==> config.mk <==
export PLATFORM = sky130hd
export DESIGN_NAME = byte_stuffing_frame_decoder_core
export DESIGN_NICKNAME = d
export VERILOG_FILES = /design/src/sv/bsfd_pkg.sv /design/src/sv/byte_stuffing_frame_decoder_core.sv /design/src/sv/bsfd_regs.sv
export SDC_FILE = /design/constraint.sdc
export NUM_CORES = 1
export LEC_CHECK = 0
export ABC_AREA = 1
export BUFFER_PORTS_ARGS = -buffer_cell sky130_fd_sc_hd__buf_2
export CORE_ASPECT_RATIO = 1.2
export CORE_UTILIZATION = 54
export CTS_CLUSTER_DIAMETER = 120
export DETAILED_ROUTE_END_ITERATION = 8
export GPL_TIMING_DRIVEN = 0
export PLACE_DENSITY = 0.8
export SETUP_SLACK_MARGIN = 0.15
export SKIP_CTS_REPAIR_TIMING = 1
export SYNTH_ARGS = -nofsm -noshare
export SYNTH_HDL_FRONTEND = slang
export SYNTH_HIERARCHICAL = 1
export SYNTH_SLANG_ARGS = --single-unit
==> constraint.sdc <==
create_clock -name clk_i -period 2.8 [get_ports clk_i]
set_input_delay 0.56 -clock clk_i [delete_from_list [all_inputs] [get_ports clk_i]]
set_output_delay 0.56 -clock clk_i [all_outputs]
set_load 0.01 [all_outputs]
==> src/sv/bsfd_pkg.sv <==
// Shared types and constants for the byte stuffing frame decoder.
package bsfd_pkg;

  localparam int unsigned ByteW  = 8;
  localparam int unsigned CountW = 9;
  localparam int unsigned AddrW  = 4;
  localparam int unsigned DataW  = 32;

  localparam logic CmdPush  = 1'b0;
  localparam logic CmdReset = 1'b1;

  localparam logic [1:0] StatusIdle     = 2'd0;
  localparam logic [1:0] StatusBusy     = 2'd1;
  localparam logic [1:0] StatusComplete = 2'd2;
  localparam logic [1:0] StatusOverflow = 2'd3;

  localparam logic [1:0] RegDelimiter = 2'd0;
  localparam logic [1:0] RegEscape    = 2'd1;
  localparam logic [1:0] RegMask      = 2'd2;
  localparam logic [1:0] RegCapacity  = 2'd3;

  localparam logic [ByteW-1:0]  DelimiterReset = 8'd126;
  localparam logic [ByteW-1:0]  EscapeReset    = 8'd125;
  localparam logic [ByteW-1:0]  MaskReset      = 8'd32;
  localparam logic [CountW-1:0] CapacityReset  = 9'd256;

  typedef struct packed {
    logic             cmd;
    logic [ByteW-1:0] in_byte;
  } in_req_t;

  typedef struct packed {
    logic [1:0]        status;
    logic              write_valid;
    logic [ByteW-1:0]  write_data;
    logic [ByteW-1:0]  write_index;
    logic [CountW-1:0] frame_length;
  } out_rsp_t;

  typedef struct packed {
    logic [ByteW-1:0]  delimiter_byte;
    logic [ByteW-1:0]  escape_byte;
    logic [ByteW-1:0]  escape_mask;
    logic [CountW-1:0] frame_capacity;
  } cfg_t;

endpackage

==> src/sv/byte_stuffing_frame_decoder_core.sv <==
// Top level of the byte stuffing frame decoder with request and result pipeline.
// A request accepted into the input register moves on to the output register
// as soon as that register is free.
// Throughput: one request per cycle; while a result waits, the input register holds
// one more request and then in_ready_o drops. Reset clears the decoder state, both
// pipeline valids and restores the register defaults; a reset command keeps the registers.
module byte_stuffing_frame_decoder_core
  import bsfd_pkg::*;
#(
  parameter int unsigned MAX_FRAME = 256
) (
  input  logic             clk_i,
  input  logic             rst_ni,
  input  logic             in_valid_i,
  output logic             in_ready_o,
  input  in_req_t          in_req_i,
  output logic             out_valid_o,
  input  logic             out_ready_i,
  output out_rsp_t         out_rsp_o,
  input  logic             psel,
  input  logic             penable,
  input  logic             pwrite,
  input  logic [AddrW-1:0] paddr,
  input  logic [DataW-1:0] pwdata,
  output logic [DataW-1:0] prdata,
  output logic             pready
);

  localparam int unsigned CapLimitInt = (MAX_FRAME < 256) ? MAX_FRAME : 256;
  localparam logic [CountW-1:0] CapLimit = CountW'(CapLimitInt);

  cfg_t cfg;

  bsfd_regs u_regs (
    .clk_i   (clk_i),
    .rst_ni  (rst_ni),
    .psel    (psel),
    .penable (penable),
    .pwrite  (pwrite),
    .paddr   (paddr),
    .pwdata  (pwdata),
    .prdata  (prdata),
    .pready  (pready),
    .cfg_o   (cfg)
  );

  logic              in_valid_q;
  in_req_t           in_q;
  logic              out_valid_q;
  out_rsp_t          out_q;
  logic              receiving_q, receiving_d;
  logic              escape_q, escape_d;
  logic              overflow_q, overflow_d;
  logic [CountW-1:0] count_q, count_d;
  logic              advance;
  logic              step;
  logic [CountW-1:0] eff_cap;
  logic [ByteW-1:0]  data_byte;
  logic              store;
  out_rsp_t          rsp_d;

  assign advance    = !out_valid_q || out_ready_i;
  assign step       = in_valid_q && advance;
  assign in_ready_o = !in_valid_q || advance;
  assign eff_cap    = (cfg.frame_capacity > CapLimit) ? CapLimit : cfg.frame_capacity;

  always_comb begin
    receiving_d = receiving_q;
    escape_d    = escape_q;
    overflow_d  = overflow_q;
    count_d     = count_q;
    data_byte   = in_q.in_byte;
    store       = 1'b0;
    rsp_d       = '0;
    rsp_d.status = StatusBusy;
    if (in_q.cmd == CmdReset) begin
      receiving_d  = 1'b0;
      escape_d     = 1'b0;
      overflow_d   = 1'b0;
      count_d      = '0;
      rsp_d.status = StatusIdle;
    end else if (!receiving_q) begin
      if (in_q.in_byte == cfg.delimiter_byte) begin
        receiving_d = 1'b1;
        escape_d    = 1'b0;
        overflow_d  = 1'b0;
        count_d     = '0;
      end else begin
        rsp_d.status = StatusIdle;
      end
    end else if (overflow_q) begin
      if (in_q.in_byte == cfg.delimiter_byte) begin
        escape_d     = 1'b0;
        overflow_d   = 1'b0;
        count_d      = '0;
        rsp_d.status = StatusOverflow;
      end
    end else begin
      if (escape_q) begin
        escape_d  = 1'b0;
        data_byte = in_q.in_byte ^ cfg.escape_mask;
        store     = 1'b1;
      end else if (in_q.in_byte == cfg.escape_byte) begin
        escape_d = 1'b1;
      end else if (in_q.in_byte == cfg.delimiter_byte) begin
        receiving_d  = 1'b0;
        escape_d     = 1'b0;
        rsp_d.status = StatusComplete;
      end else begin
        store = 1'b1;
      end
      if (store) begin
        if (count_q >= eff_cap) begin
          count_d    = '0;
          escape_d   = 1'b0;
          overflow_d = 1'b1;
        end else begin
          rsp_d.write_valid = 1'b1;
          rsp_d.write_data  = data_byte;
          rsp_d.write_index = count_q[ByteW-1:0];
          count_d           = count_q + CountW'(1);
        end
      end
    end
    rsp_d.frame_length = count_d;
  end

  always_ff @(posedge clk_i or negedge rst_ni) begin
    if (!rst_ni) begin
      in_valid_q  <= 1'b0;
      out_valid_q <= 1'b0;
      receiving_q <= 1'b0;
      escape_q    <= 1'b0;
      overflow_q  <= 1'b0;
      count_q     <= '0;
    end else begin
      if (in_ready_o) begin
        in_valid_q <= in_valid_i;
      end
      if (advance) begin
        out_valid_q <= in_valid_q;
      end
      if (step) begin
        receiving_q <= receiving_d;
        escape_q    <= escape_d;
        overflow_q  <= overflow_d;
        count_q     <= count_d;
      end
    end
  end

  always_ff @(posedge clk_i) begin
    if (in_ready_o && in_valid_i) begin
      in_q <= in_req_i;
    end
    if (step) begin
      out_q <= rsp_d;
    end
  end

  assign out_valid_o = out_valid_q;
  assign out_rsp_o   = out_q;

  a_write_busy: assert property (@(posedge clk_i) disable iff (!rst_ni)
    out_valid_q && out_q.write_valid |-> out_q.status == StatusBusy)
    else $error("Write reported outside an open frame.");

  a_write_length: assert property (@(posedge clk_i) disable iff (!rst_ni)
    out_valid_q && out_q.write_valid |->
      out_q.frame_length == ({1'b0, out_q.write_index} + CountW'(1)))
    else $error("Frame length does not follow the write index.");

  a_overflow_count: assert property (@(posedge clk_i) disable iff (!rst_ni)
    overflow_q |-> count_q == '0 && receiving_q && !escape_q)
    else $error("Overflow state is inconsistent.");

  a_reset_cmd: assert property (@(posedge clk_i) disable iff (!rst_ni)
    step && in_q.cmd == CmdReset |=>
      out_q.status == StatusIdle && out_q.frame_length == '0 && !receiving_q)
    else $error("Reset request did not clear the decoder.");

  a_escape_recv: assert property (@(posedge clk_i) disable iff (!rst_ni)
    escape_q |-> receiving_q)
    else $error("Escape pending outside a frame.");

endmodule

==> src/sv/bsfd_regs.sv <==
// APB configuration registers of the byte stuffing frame decoder.
module bsfd_regs
  import bsfd_pkg::*;
(
  input  logic             clk_i,
  input  logic             rst_ni,
  input  logic             psel,
  input  logic             penable,
  input  logic             pwrite,
  input  logic [AddrW-1:0] paddr,
  input  logic [DataW-1:0] pwdata,
  output logic [DataW-1:0] prdata,
  output logic             pready,
  output cfg_t             cfg_o
);

  cfg_t       cfg_q;
  logic [1:0] reg_sel;
  logic       wr_en;

  assign pready  = 1'b1;
  assign reg_sel = paddr[AddrW-1:2];
  assign wr_en   = psel && penable && pwrite && pready;

  always_ff @(posedge clk_i or negedge rst_ni) begin
    if (!rst_ni) begin
      cfg_q.delimiter_byte <= DelimiterReset;
      cfg_q.escape_byte    <= EscapeReset;
      cfg_q.escape_mask    <= MaskReset;
      cfg_q.frame_capacity <= CapacityReset;
    end else if (wr_en) begin
      case (reg_sel)
        RegDelimiter: cfg_q.delimiter_byte <= pwdata[ByteW-1:0];
        RegEscape:    cfg_q.escape_byte    <= pwdata[ByteW-1:0];
        RegMask:      cfg_q.escape_mask    <= pwdata[ByteW-1:0];
        RegCapacity:  cfg_q.frame_capacity <= pwdata[CountW-1:0];
        default: begin
        end
      endcase
    end
  end

  always_comb begin
    prdata = '0;
    case (reg_sel)
      RegDelimiter: prdata = {{(DataW-ByteW){1'b0}}, cfg_q.delimiter_byte};
      RegEscape:    prdata = {{(DataW-ByteW){1'b0}}, cfg_q.escape_byte};
      RegMask:      prdata = {{(DataW-ByteW){1'b0}}, cfg_q.escape_mask};
      RegCapacity:  prdata = {{(DataW-CountW){1'b0}}, cfg_q.frame_capacity};
      default:      prdata = '0;
    endcase
  end

  assign cfg_o = cfg_q;

endmodule
Word level (Yosys, flattened, before mapping):

Index checks and enable logic that the tools add are counted.

* bits in registers: 84
* output and inout bits: 63
* logic and storage cells: 88

* add/subtract/negate cells: 1
* order comparisons: 2
* equal/unequal tests: 5
* muxes and demuxes: 43
* bitwise gates (word level): 3
* reduce and logical (&&, ||, !) cells: 17

Operator list (count)
* $pmux 32 s4: 1
* $mux 9: 7
* $mux 1: 27
* $mux 17: 1
* $eq 8x8->1: 2
* $mux 2: 6
* $reduce_and 2->1: 5
* $add 9x1->9 const B: 1
* $ge 9x9->1: 1
* $gt 9x9->1 const B: 1
* $mux 8: 1
* $xor 8x8->8: 1
* $reduce_or 5->1: 1
* $eq 2x2->1 const B: 2
* $logic_and 1x1->1: 4
* $reduce_or 4->1: 1
* $reduce_bool 3->1: 1
* $eq 2x1->1 const B: 1
* $logic_not 1->1: 2
* $logic_not 2->1: 1
* $logic_or 1x1->1: 2
* $not 1->1: 2

Longest topological paths before layout:

Gate-level depths: netlist (run 1).

* depth in word-level cells: 11
* depth in mapped cells: 18
* mapped depth without buffers: 18

Modules after synthesis:

Netlist (run 1), hierarchy kept.

Modules (own cells, without submodules)
* byte_stuffing_frame_decoder_core: times used 1, cells an instance 358, area an instance 2975.4 µm²
* bsfd_regs: times used 1, cells an instance 226, area an instance 1856.8 µm²

Worst setup path after synthesis (run 1):

OpenSTA, ideal clock, no wires.

* path kind: flip-flop to flip-flop
* start: reg u_regs.cfg_q (netlist bit u_regs/cfg_o[0])
* end: reg out_q (netlist bit out_rsp_o[8]), data pin
* data arrival time: 2.118 ns
* path slack: 0.427 ns
* stages on the path, launching flop included: 18
* path buffers: 0
* clock period less this slack: 2.373 ns
* cells stage by stage: dfrtp_1 > nor4_1 > a21oi_1 > inv_1 > nand2_1 > ha_1 > nand2_1 > nor2_1 > nand2_1 > nand3_1 > nand2_1 > nand2_1 > nand3_2 > nand2_2 > clkinv_2 > nand2_1 > nand2_1 > and2_1

* word-level cells in the longest chain between the ends: 8

RTL lines
* from (decl): RTL line bsfd_regs.sv:17 `cfg_t cfg_q;`
* $gt 9x9->1: RTL line byte_stuffing_frame_decoder_core.sv:65 `assign eff_cap = (cfg.frame_capacity > CapLimit) ? CapLimit : cfg.frame_capacity;`
* $mux 9 *: RTL line byte_stuffing_frame_decoder_core.sv:65
* $ge 9x9->1 *: RTL line byte_stuffing_frame_decoder_core.sv:113 `if (count_q >= eff_cap) begin`
* $mux 9 *: RTL line byte_stuffing_frame_decoder_core.sv:113
* $mux 9 *: RTL line byte_stuffing_frame_decoder_core.sv:112 `if (store) begin`
* $mux 9 *: RTL line byte_stuffing_frame_decoder_core.sv:91 `end else if (overflow_q) begin`
* $mux 9 *: RTL line byte_stuffing_frame_decoder_core.sv:82 `end else if (!receiving_q) begin`
* $mux 9 *: RTL line byte_stuffing_frame_decoder_core.sv:76 `if (in_q.cmd == CmdReset) begin`
* named net count_d[8]: RTL line byte_stuffing_frame_decoder_core.sv:54 `logic [CountW-1:0] count_q, count_d;`
* to (signal assigned): RTL line byte_stuffing_frame_decoder_core.sv:157 `out_q <= rsp_d;`
* to (decl): RTL line byte_stuffing_frame_decoder_core.sv:50 `out_rsp_t out_q;`

Mark *: on every way through the listed nets, which the timed path passes. The rest lies on a longest branch.
A chain may end at the register's enable or synchronous reset.

Final worst setup path (run 1):

* start: reg u_regs.cfg_q (netlist bit u_regs/cfg_o[4])
* end: reg out_q (netlist bit out_rsp_o[5]), data pin

The elaborated chain is that of the path after synthesis.

==> out/metrics.yaml, run 1 <==
clock_latency_ns: 0.35
hold_viol: 0
drc: 0
h-tree-depth: 3
r2r_slack_ns: 0.21
drt-pass1-iter-count: 5
relSlewSlack: 0.278
fin_nets: 750
grtUsageTotal: 0.257
syn_inst: 584
fp.dieH_um: 106
fin_ws_ns: 0.214
synth_cell_types: 38
min_from: "in_req_i[3]"
wire_per_inst_um: 14.0
synth.largest_area_cell: "edfxtp_1"
die_x_um: 88.4
path_cells: "nor4_4 > a21oi_2 > inv_2 > buf_4 > nand2_1 > ha_1 > a21oi_1 > o21a_1 > nand2_2 > nand3_2 > nand2_4 > inv_4 > nand2_1 > nand2_1 > and2_1"
cts_tree: "yes"
drive_above_1_share: 0.261
powerDensity_mw_per_mm2: 606
yosysMostFrequentCell: "nand2_1"
vias: 4083
multi_input_area_mm2: 0.00219
ys_top_cells_by_area: "edfxtp_1, nand2_1, dfrtp_1"
viasPerCell: 5.04
gp_congestion: 0.902
diodes: 0
start_util: 0.561
clkTransAtPathRegs_ns: 0.08
nFillCells: 747
min_to: "in_q[3]$_DFFE_PP_"
p_clk_frac: 0.320
grt_overflow: 0
cts_buffers: 9
p_leak_nw: 2.90
worst_path_max_delay_cell: "dfrtp_2"
rows: 37
dp_hpwl_um: 8290
drt_iter0_markers: 228
dpl-instance-area_mm2: 0.00539
rsz0062_at_grt: "yes"
switchingPower_w: 0.00102
port_buffers: 65
ys_seq_area_frac: 0.477
outcome: "finished, final reports clean"
worstMarginPinSlew_ns: 1.08
ys_seq_elements: 84
finalCritPeriodShare: 0.924
grt_pass1_vias: 3851
cp.arrival_ns: 2.70
min_path_type: "primary input to register"
synth-async-reset-ratio: 0.560
yosys_warnings: 6
startpoint_type: "register"
reg2reg_from: "u_regs/cfg_o[4]$_DFFE_PN0P_"
finalSetupViolCount: 0
cpMostUsedCell: "nand2_1"
holdPathStages: 1
slowest_delay_ns: 0.44
peakVddDrop_uv: 273
required_ns: 2.91
end_kind: "register"
synth_ff_type: "edfxtp_1"
synthToLayoutAreaGrowth_pct: 18.7
critPathKind: "register to register"
drtAntennaViolNets: 0
antenna_found_initial: 0
synth_area_mm2: 0.00483
core_area_mm2: 0.00861
io_pins: 115
pwr-share-seq: 0.480
syn_area_per_cell_um2: 8.27
clock_sinks: 84
fin_skew_ns: 0.00921
combPwrFrac: 0.201
seqCellArea_mm2: 0.00231
grt_pass1_wl_um: 18300
final_cell_area_mm2: 0.00574
rr_worst_depth: 15
r2r_end: "out_rsp_o[5]$_DFFE_PP_"
fin_crit_ns: 2.59
max_cap_viol_count: 0
p_int_w: 0.00246
synth_common_cells: "nand2_1, nand3_1, inv_1"
routed_wl_um: 11300
synth-edff-count: 37
switching_share: 0.292
root_buffer: "clkbuf_8"
pre_cts_ws_ns: 0.0555
die_area_mm2: 0.00933
hold_slack_ns: 0.380
setup_tns_ns: 0
grt_max_degree: 48
yosys.area.top_type_share: 0.230
fmax_mhz: 387
slew_violations: 0
cts_buffer_depth: 2
cp_max_fo: 7
-- power groups by stage --
stage               Combinational [W]  Sequential [W]  Clock (W)
floorplan                    0.000434         0.00165          0
global placement             0.000632         0.00167          0
detailed placement           0.000650         0.00168          0
CTS                          0.000653         0.00166    0.00113
global route                 0.000787         0.00169    0.00117
finish                       0.000697         0.00167    0.00111
-- sequential cells by signal (all words and copies together), names as in the netlist --
signal / count
receiving_q: 1
out_valid_o: 1
overflow_q: 1
out_rsp_o: 28
in_valid_q: 1
in_q: 9
u_regs/cfg_o: 33
count_q: 9
escape_q: 1
-- how the worst max path moves through the flow --
stage / depth (start not counted) / from / end
6_report: 15 / u_regs/cfg_o[4]$_DFFE_PN0P_ / out_rsp_o[5]$_DFFE_PP_
5_1_grt: 17 / u_regs/cfg_o[4]$_DFFE_PN0P_ / out_rsp_o[5]$_DFFE_PP_
4_1_cts: 17 / u_regs/cfg_o[4]$_DFFE_PN0P_ / out_rsp_o[5]$_DFFE_PP_
3_5_place_dp: 17 / u_regs/cfg_o[4]$_DFFE_PN0P_ / out_rsp_o[8]$_DFFE_PP_
3_3_place_gp: 17 / u_regs/cfg_o[4]$_DFFE_PN0P_ / out_rsp_o[8]$_DFFE_PP_
2_1_floorplan: 17 / u_regs/cfg_o[0]$_DFFE_PN0P_ / out_rsp_o[8]$_DFFE_PP_
-- kinds of logic after synthesis --
logic type | synth area share
DFF | 0.477
AOI/OAI and AO/OA | 0.0360
adders and majority gates | 0.0259
xor gates and xnor gates | 0.0145
buffers and inverters | 0.0950
other | 0.00155
and+or+nand+nor | 0.350
-- area by class of cell --
class | instances | share of cell area
clock buffers | 11 | 0.0229
multi-input cells | 433 | 0.382
inverters | 53 | 0.0351
clock inverters | 5 | 0.0216
well taps | 117 | 0.0255
plain buffers | 36 | 0.0456
flip-flops and latches | 84 | 0.402
repair buffers | 71 | 0.0646
-- per-stage QoR --
| step | utilization | std cells | total power, W |
|---|---|---|---|
| 6_report | 0.666 | 810 | 0.00347 |
| 5_1_grt | 0.666 | 810 | 0.00365 |
| 4_1_cts | 0.655 | 804 | 0.00344 |
| 3_5_place_dp | 0.626 | 788 | 0.00233 |
| 3_3_place_gp | 0.626 | 788 | 0.00231 |
| 2_1_floorplan | - | 606 | 0.00208 |
-- worst max-delay path, delay by kind of cell (launching register included) --
family,cells,cell delay (ns)
simple gates,8,0.93
flops,1,0.44
compound gates,3,0.37
fa+ha+maj,1,0.30
buf+inv,3,0.29
-- placed cells by master (no fill, tap or decap), types with 2 or more instances in the layout --
cell,n
nand3_2,7
nand2_4,4
xnor2_1,8
dfrtp_1,30
and2_1,4
a21oi_1,19
buf_4,32
inv_1,45
clkbuf_8,9
nor2_8,4
nor2_4,3
dfstp_2,14
edfxtp_1,37
ha_1,10
nor2_2,3
nor4_4,2
clkbuf_1,6
nand3_1,60
o21ai_0,2
nor2_1,20
buf_6,3
conb_1,24
nand2_2,11
buf_2,67
dfrtp_2,3
bufinv_16,4
inv_2,7
a21oi_2,2
o21ai_1,3
nand4_1,10
nand2_1,227
nor3_1,2
-- routing by layer --
| layer | track usage | share of wire | vias up |
|---|---|---|---|
| li1 | - | - | 2042 |
| met1 | 0.316 | 0.40 | 1871 |
| met2 | 0.447 | 0.53 | 145 |
| met3 | 0.0384 | 0.045 | 25 |
| met4 | 0.0979 | 0.026 | 0 |
| met5 | 0 | 0 | - |
Power figures use the tool's default switching activity.
==> inputs of run 2 (changes only) <==
--- a/config.mk
+++ b/config.mk
@@ -13,9 +13,9 @@
 export DETAILED_ROUTE_END_ITERATION = 8
 export GPL_TIMING_DRIVEN = 0
-export PLACE_DENSITY = 0.8
+export PLACE_DENSITY = 0.81
+export RECOVER_POWER = 100
 export SETUP_SLACK_MARGIN = 0.15
 export SKIP_CTS_REPAIR_TIMING = 1
 export SYNTH_ARGS = -nofsm -noshare
 export SYNTH_HDL_FRONTEND = slang
-export SYNTH_HIERARCHICAL = 1
 export SYNTH_SLANG_ARGS = --single-unit
==> constraint.sdc (replaced) <==
create_clock -name clk_i -period 2.8 [get_ports clk_i]
set_input_delay 0.42 -clock clk_i [delete_from_list [all_inputs] [get_ports clk_i]]
set_output_delay 0.42 -clock clk_i [all_outputs]
set_load 0.01 [all_outputs]
==> run 2 against run 1 <==
Compared with the run above: clock-buffer cell count is 1 lower; fmax shrank 2.6%; critical endpoint is now out_rsp_o[6]$_DFFE_PP_; largest cell class unchanged; sequential cell count stayed put; highest routed layer unchanged; combinational power up 0.7%; first-iteration DRC count is 2.2% higher.
==> out/metrics.yaml, run 2 <==
start_util: 0.557
die_x_um: 85.7
worst_path_max_delay_cell: "dfrtp_1"
p_leak_nw: 2.51
io_pins: 115
rr_worst_depth: 17
required_ns: 2.93
grt_max_degree: 48
cts_buffers: 9
rows: 36
fp.dieH_um: 102
startpoint_type: "register"
core_area_mm2: 0.00815
dp_hpwl_um: 7580
cts_tree: "yes"
slowest_delay_ns: 0.42
min_to: "in_q[2]$_DFFE_PP_"
routed_wl_um: 10600
worstMarginPinSlew_ns: 1.10
cp_max_fo: 7
wl_met3_um: 561
yosys.area.top_type_share: 0.244
end_kind: "register"
synth.largest_area_cell: "edfxtp_1"
total_power_w: 0.00321
synthToLayoutAreaGrowth_pct: 18.8
cpMostUsedCell: "nand2_2"
hold_viol: 0
drt_iter0_markers: 233
r2r_slack_ns: 0.14
grt_pass1_wl_um: 16200
grtUsageTotal: 0.244
drive_above_1_share: 0.189
clock_latency_ns: 0.36
fin_skew_ns: 0.0113
drc: 0
antenna_found_initial: 0
path_cells: "nor4_2 > a21oi_2 > inv_2 > nand2_2 > ha_4 > nand2_1 > nor2_1 > nand2_1 > nand3_2 > nand2_2 > nand2_4 > nand3_4 > nand2_4 > clkinv_4 > nand2_2 > nand2_2 > and2_1"
ys_top_cells_by_area: "edfxtp_1, dfrtp_1, nand2_1"
diodes: 0
drtAntennaViolNets: 0
critPathKind: "register to register"
die_area_mm2: 0.00879
synth_area_mm2: 0.00454
max_cap_viol_count: 0
ys_seq_elements: 84
setup_tns_ns: 0
slew_violations: 0
grt_overflow: 0
finalSetupViolCount: 0
cp.arrival_ns: 2.78
clock_sinks: 84
synth-edff-count: 37
wl_met1_um: 4180
vias: 3936
final_cell_mix: "nand2_1, inv_1, clkbuf_1, nand3_1, edfxtp_1"
synth_cell_types: 39
final_cell_area_mm2: 0.00540
fin_nets: 714
finalCritPeriodShare: 0.948
relSlewSlack: 0.265
port_buffers: 65
rsz0062_at_grt: "yes"
critPathTopFamily: "simple AND/OR/NAND/NOR gates"
min_from: "in_req_i[2]"
h-tree-depth: 3
peakVddDrop_uv: 573
final_common_cell: "nand2_1"
fmax_mhz: 377
cts_buffer_depth: 2
synth_common_cells: "nand2_1, inv_1, nand3_1"
synth_ff_type: "edfxtp_1"
largest_reg_flops: 33
drt-pass1-iter-count: 5
gp_congestion: 0.934
viasPerCell: 5.11
ys_seq_area_frac: 0.507
holdPathStages: 1
clkTransAtPathRegs_ns: 0.09
top_layer: "met4"
powerDensity_mw_per_mm2: 595
min_path_type: "primary input to register"
wire_per_inst_um: 13.8
yosysMostFrequentCell: "nand2_1"
grt_pass1_vias: 3463
wl_met2_um: 5500
fin_crit_ns: 2.66
dpl-instance-area_mm2: 0.00509
synth-async-reset-ratio: 0.560
syn_area_per_cell_um2: 8.35
nFillCells: 687
r2r_end: "out_rsp_o[6]$_DFFE_PP_"
critPathBufInv: 2
reg2reg_from: "u_regs.cfg_o[4]$_DFFE_PN0P_"
yosys_warnings: 0
syn_inst: 544
root_buffer: "clkbuf_8"
outcome: "finished, final reports clean"
-- run 2: kinds of logic (layout without fill, tap and decap cells) --
group,count (synthesis),in the layout,synth area share
compound gates,72,72,0.0870
xor+xnor,8,8,0.0154
fa+ha+maj,10,10,0.0275
buf+inv,95,186,0.102
flops,84,84,0.507
other cells,2,24,0.00165
simple gates,273,273,0.259
-- run 2: how the worst max path moves through the flow --
| stage | start | endpoint | cells past startpoint |
|---|---|---|---|
| floorplan | u_regs.cfg_o[1]$_DFFE_PN0P_ | out_rsp_o[6]$_DFFE_PP_ | 17 |
| global placement | u_regs.cfg_o[6]$_DFFE_PN0P_ | out_rsp_o[24]$_SDFFCE_PP0P_ | 15 |
| detailed placement | u_regs.cfg_o[6]$_DFFE_PN0P_ | out_rsp_o[24]$_SDFFCE_PP0P_ | 15 |
| CTS | u_regs.cfg_o[6]$_DFFE_PN0P_ | out_rsp_o[24]$_SDFFCE_PP0P_ | 15 |
| global route | u_regs.cfg_o[4]$_DFFE_PN0P_ | out_rsp_o[5]$_DFFE_PP_ | 17 |
| finish | u_regs.cfg_o[4]$_DFFE_PN0P_ | out_rsp_o[6]$_DFFE_PP_ | 17 |
-- run 2: layout make-up --
type | instances | area, um2 | area share
buffer | 37 | 246 | 0.0457
clock buffer | 10 | 128 | 0.0236
clock inverter | 6 | 63.8 | 0.0118
inverter | 58 | 223 | 0.0413
multi-input combinational | 387 | 1940 | 0.359
sequential | 84 | 2310 | 0.427
tap | 114 | 143 | 0.0264
timing repair buffer | 75 | 349 | 0.0647
-- run 2: worst reg2reg max path, delay by kind of cell (launching register included) --
kind            cells  cell delay, ns
fa+ha+maj           1            0.28
compound gates      1            0.12
simple gates       13            1.40
buf+inv             2            0.22
flops               1            0.42
-- run 2: through the flow --
stage	hold slack, ns	setup slack (ns)	std cells	utilization
after floorplan	0.124	0.458	566	-
after global placement	0.495	0.136	745	0.625
after detailed placement	0.500	0.0807	745	0.625
after CTS	0.219	0.0628	761	0.648
after global routing	0.217	0.0219	771	0.662
final	0.225	0.144	771	0.662
-- run 2: layer usage --
layer | vias up | global-route usage
li1 | 1939 | -
met1 | 1801 | 0.295
met2 | 168 | 0.425
met3 | 28 | 0.0312
met4 | 0 | 0.136
met5 | - | 0
-- run 2: report_power, final --
group | internal (W) | total, W | switching [W]
clock | 0.000412 | 0.000852 | 0.000440
sequential | 0.00150 | 0.00166 | 0.000157
combinational | 0.000280 | 0.000702 | 0.000423
total | 0.00219 | 0.00321 | 0.00102
==> inputs of run 3 (changes only) <==
- TNS_END_PERCENT: default -> 10
- clock period: 2.8 -> 2.55 ns (I/O delays scaled with it)
==> run 3 against run 2 <==
Compared with the run above: the flow now finishes with violations (setup timing); via count increased by 2.1%; total power increased by 12%; non-clock buffer count rose by 3; worst setup slack got worse by 0.23 ns; global-route usage did not move; sequential cell count stayed put; first-iteration DRC count grew 2.1%; wire length is 5.1% higher; die area is the same; clock power increased by 10%; design area grew 2.7%; critical endpoint unchanged; largest cell class unchanged.
==> out/metrics.yaml, run 3 (synthesized netlist as in run 2, its figures left out) <==
worst_path_max_delay_cell: "dfrtp_2"
fin_ws_ns: -0.0837
max_cap_viol_count: 0
clkTransAtPathRegs_ns: 0.09
drtAntennaViolNets: 0
fmax_mhz: 380
p_leak_nw: 2.55
nFillCells: 655
worstMarginPinSlew_ns: 1.20
slowest_delay_ns: 0.45
grt_pass1_wl_um: 16200
critPathTopFamily: "simple AND/OR/NAND/NOR gates"
cts_tree: "yes"
gp_congestion: 0.934
cp_max_fo: 7
critPathKind: "register to register"
multi_input_area_mm2: 0.00203
grt_max_degree: 48
largest_reg_flops: 33
fin_nets: 717
hold_viol: 0
critPathBufInv: 3
slew_violations: 0
end_kind: "register"
drt-pass1-iter-count: 6
path_cells: "nor4_4 > a21oi_2 > inv_2 > buf_4 > nand2_1 > ha_1 > nand2_1 > o21a_1 > nand2_4 > nand3_4 > nand2_4 > clkinv_4 > nand2_2 > nand2_2 > and2_4"
grt_overflow: 0
die_x_um: 85.7
final_cell_mix: "nand2_1, inv_1, clkbuf_1, nand3_1, edfxtp_1"
seqCellArea_mm2: 0.00231
dp_hpwl_um: 7580
grt_pass1_vias: 3463
synthToLayoutAreaGrowth_pct: 22.0
fp.dieH_um: 102
port_buffers: 65
min_from: "in_req_i[2]"
clock_latency_ns: 0.37
antenna_found_initial: 0
io_pins: 115
required_ns: 2.68
powerDensity_mw_per_mm2: 646
cts_buffer_depth: 2
postLayoutCoreUtil: 0.680
grtUsageTotal: 0.244
diodes: 0
cts_buffers: 9
drc: 0
clock_sinks: 84
peakVddDrop_uv: 624
reg2reg_from: "u_regs.cfg_o[7]$_DFFE_PN0P_"
min_path_type: "primary input to register"
relSlewSlack: 0.197
drive_above_1_share: 0.221
finalSetupViolCount: 27
fin_crit_ns: 2.63
startpoint_type: "register"
routed_wl_um: 11200
failed_checks: "setup timing"
final_common_cell: "nand2_1"
core_area_mm2: 0.00815
wire_per_inst_um: 14.4
rows: 36
vias: 4018
die_area_mm2: 0.00879
crit_start: "u_regs.cfg_o[7]$_DFFE_PN0P_"
viasPerCell: 5.19
h-tree-depth: 3
cp.arrival_ns: 2.76
outcome: "finished, violations left"
fin_skew_ns: 0.0108
root_buffer: "clkbuf_8"
drt_iter0_markers: 238
start_util: 0.557
rsz0062_at_grt: "yes"
finalCritPeriodShare: 1.03
pre_cts_ws_ns: -0.169
[run 3: changes by cell type in the layout (fill, tap and decap cells not counted), sizes merged]
cell    previous run  this run
clkbuf            62        63
buf               60        62
[run 3: worst reg2reg max path, stage by stage, from the launching register on]
cell      delay, ns
dfrtp_2        0.45
nor4_4         0.29
a21oi_2        0.11
inv_2          0.14
buf_4          0.13
nand2_1        0.04
ha_1           0.28
nand2_1        0.09
o21a_1         0.22
nand2_4        0.10
nand3_4        0.10
nand2_4        0.12
clkinv_4       0.09
nand2_2        0.08
nand2_2        0.05
and2_4         0.12
[run 3: area by class of cell]
cell class,instances,share of cell area
timing repair buffer,78,0.0725
clock buffer,10,0.0230
multi-input combinational,387,0.365
sequential,84,0.416
inverter,58,0.0402
buffer,37,0.0451
clock inverter,6,0.0115
tap,114,0.0257
[run 3: per-layer routing]
layer  up-vias  share of wire  track usage
met2       181           0.53        0.425
met4         0          0.037        0.136
met3        35          0.054       0.0312
li1       1937              -            -
met1      1865           0.38        0.295
met5         -              0            0
[run 3: path summary, 6_finish.rpt]
kind	to	slack, ns	depth (start not counted)
max	out_rsp_o[6]$_DFFE_PP_	-0.08	15
min	in_q[2]$_DFFE_PP_	0.18	1
max reg2reg	out_rsp_o[6]$_DFFE_PP_	-0.08	15
min reg2reg	u_regs.cfg_o[26]$_DFFE_PN1P_	0.51	2
min in group asynchronous	u_regs.cfg_o[13]$_DFFE_PN0P_	0.26	1
max in group asynchronous	u_regs.cfg_o[2]$_DFFE_PN0P_	1.48	1
[run 3: metrics by stage]
step | std cells | area, um2 | setup TNS [ns] | hold WS, ns | total power (W)
after floorplan | 566 | 4630 | 0 | 0.0869 | 0.00226
after global placement | 745 | 5090 | -0.768 | 0.495 | 0.00249
after detailed placement | 745 | 5090 | -1.72 | 0.500 | 0.00252
after CTS | 761 | 5290 | -2.26 | 0.181 | 0.00344
after global routing | 774 | 5540 | -4.04 | 0.180 | 0.00375
final | 774 | 5540 | -0.765 | 0.183 | 0.00358
[run 3: power breakdown]
| part | leakage (nW) | switching [W] | total [W] | internal, W |
|---|---|---|---|---|
| Clock | 0.0927 | 0.000488 | 0.000941 | 0.000453 |
| Combinational | 1.51 | 0.000491 | 0.000818 | 0.000326 |
| Sequential | 0.941 | 0.000175 | 0.00182 | 0.00165 |
| Total | 2.55 | 0.00115 | 0.00358 | 0.00243 |
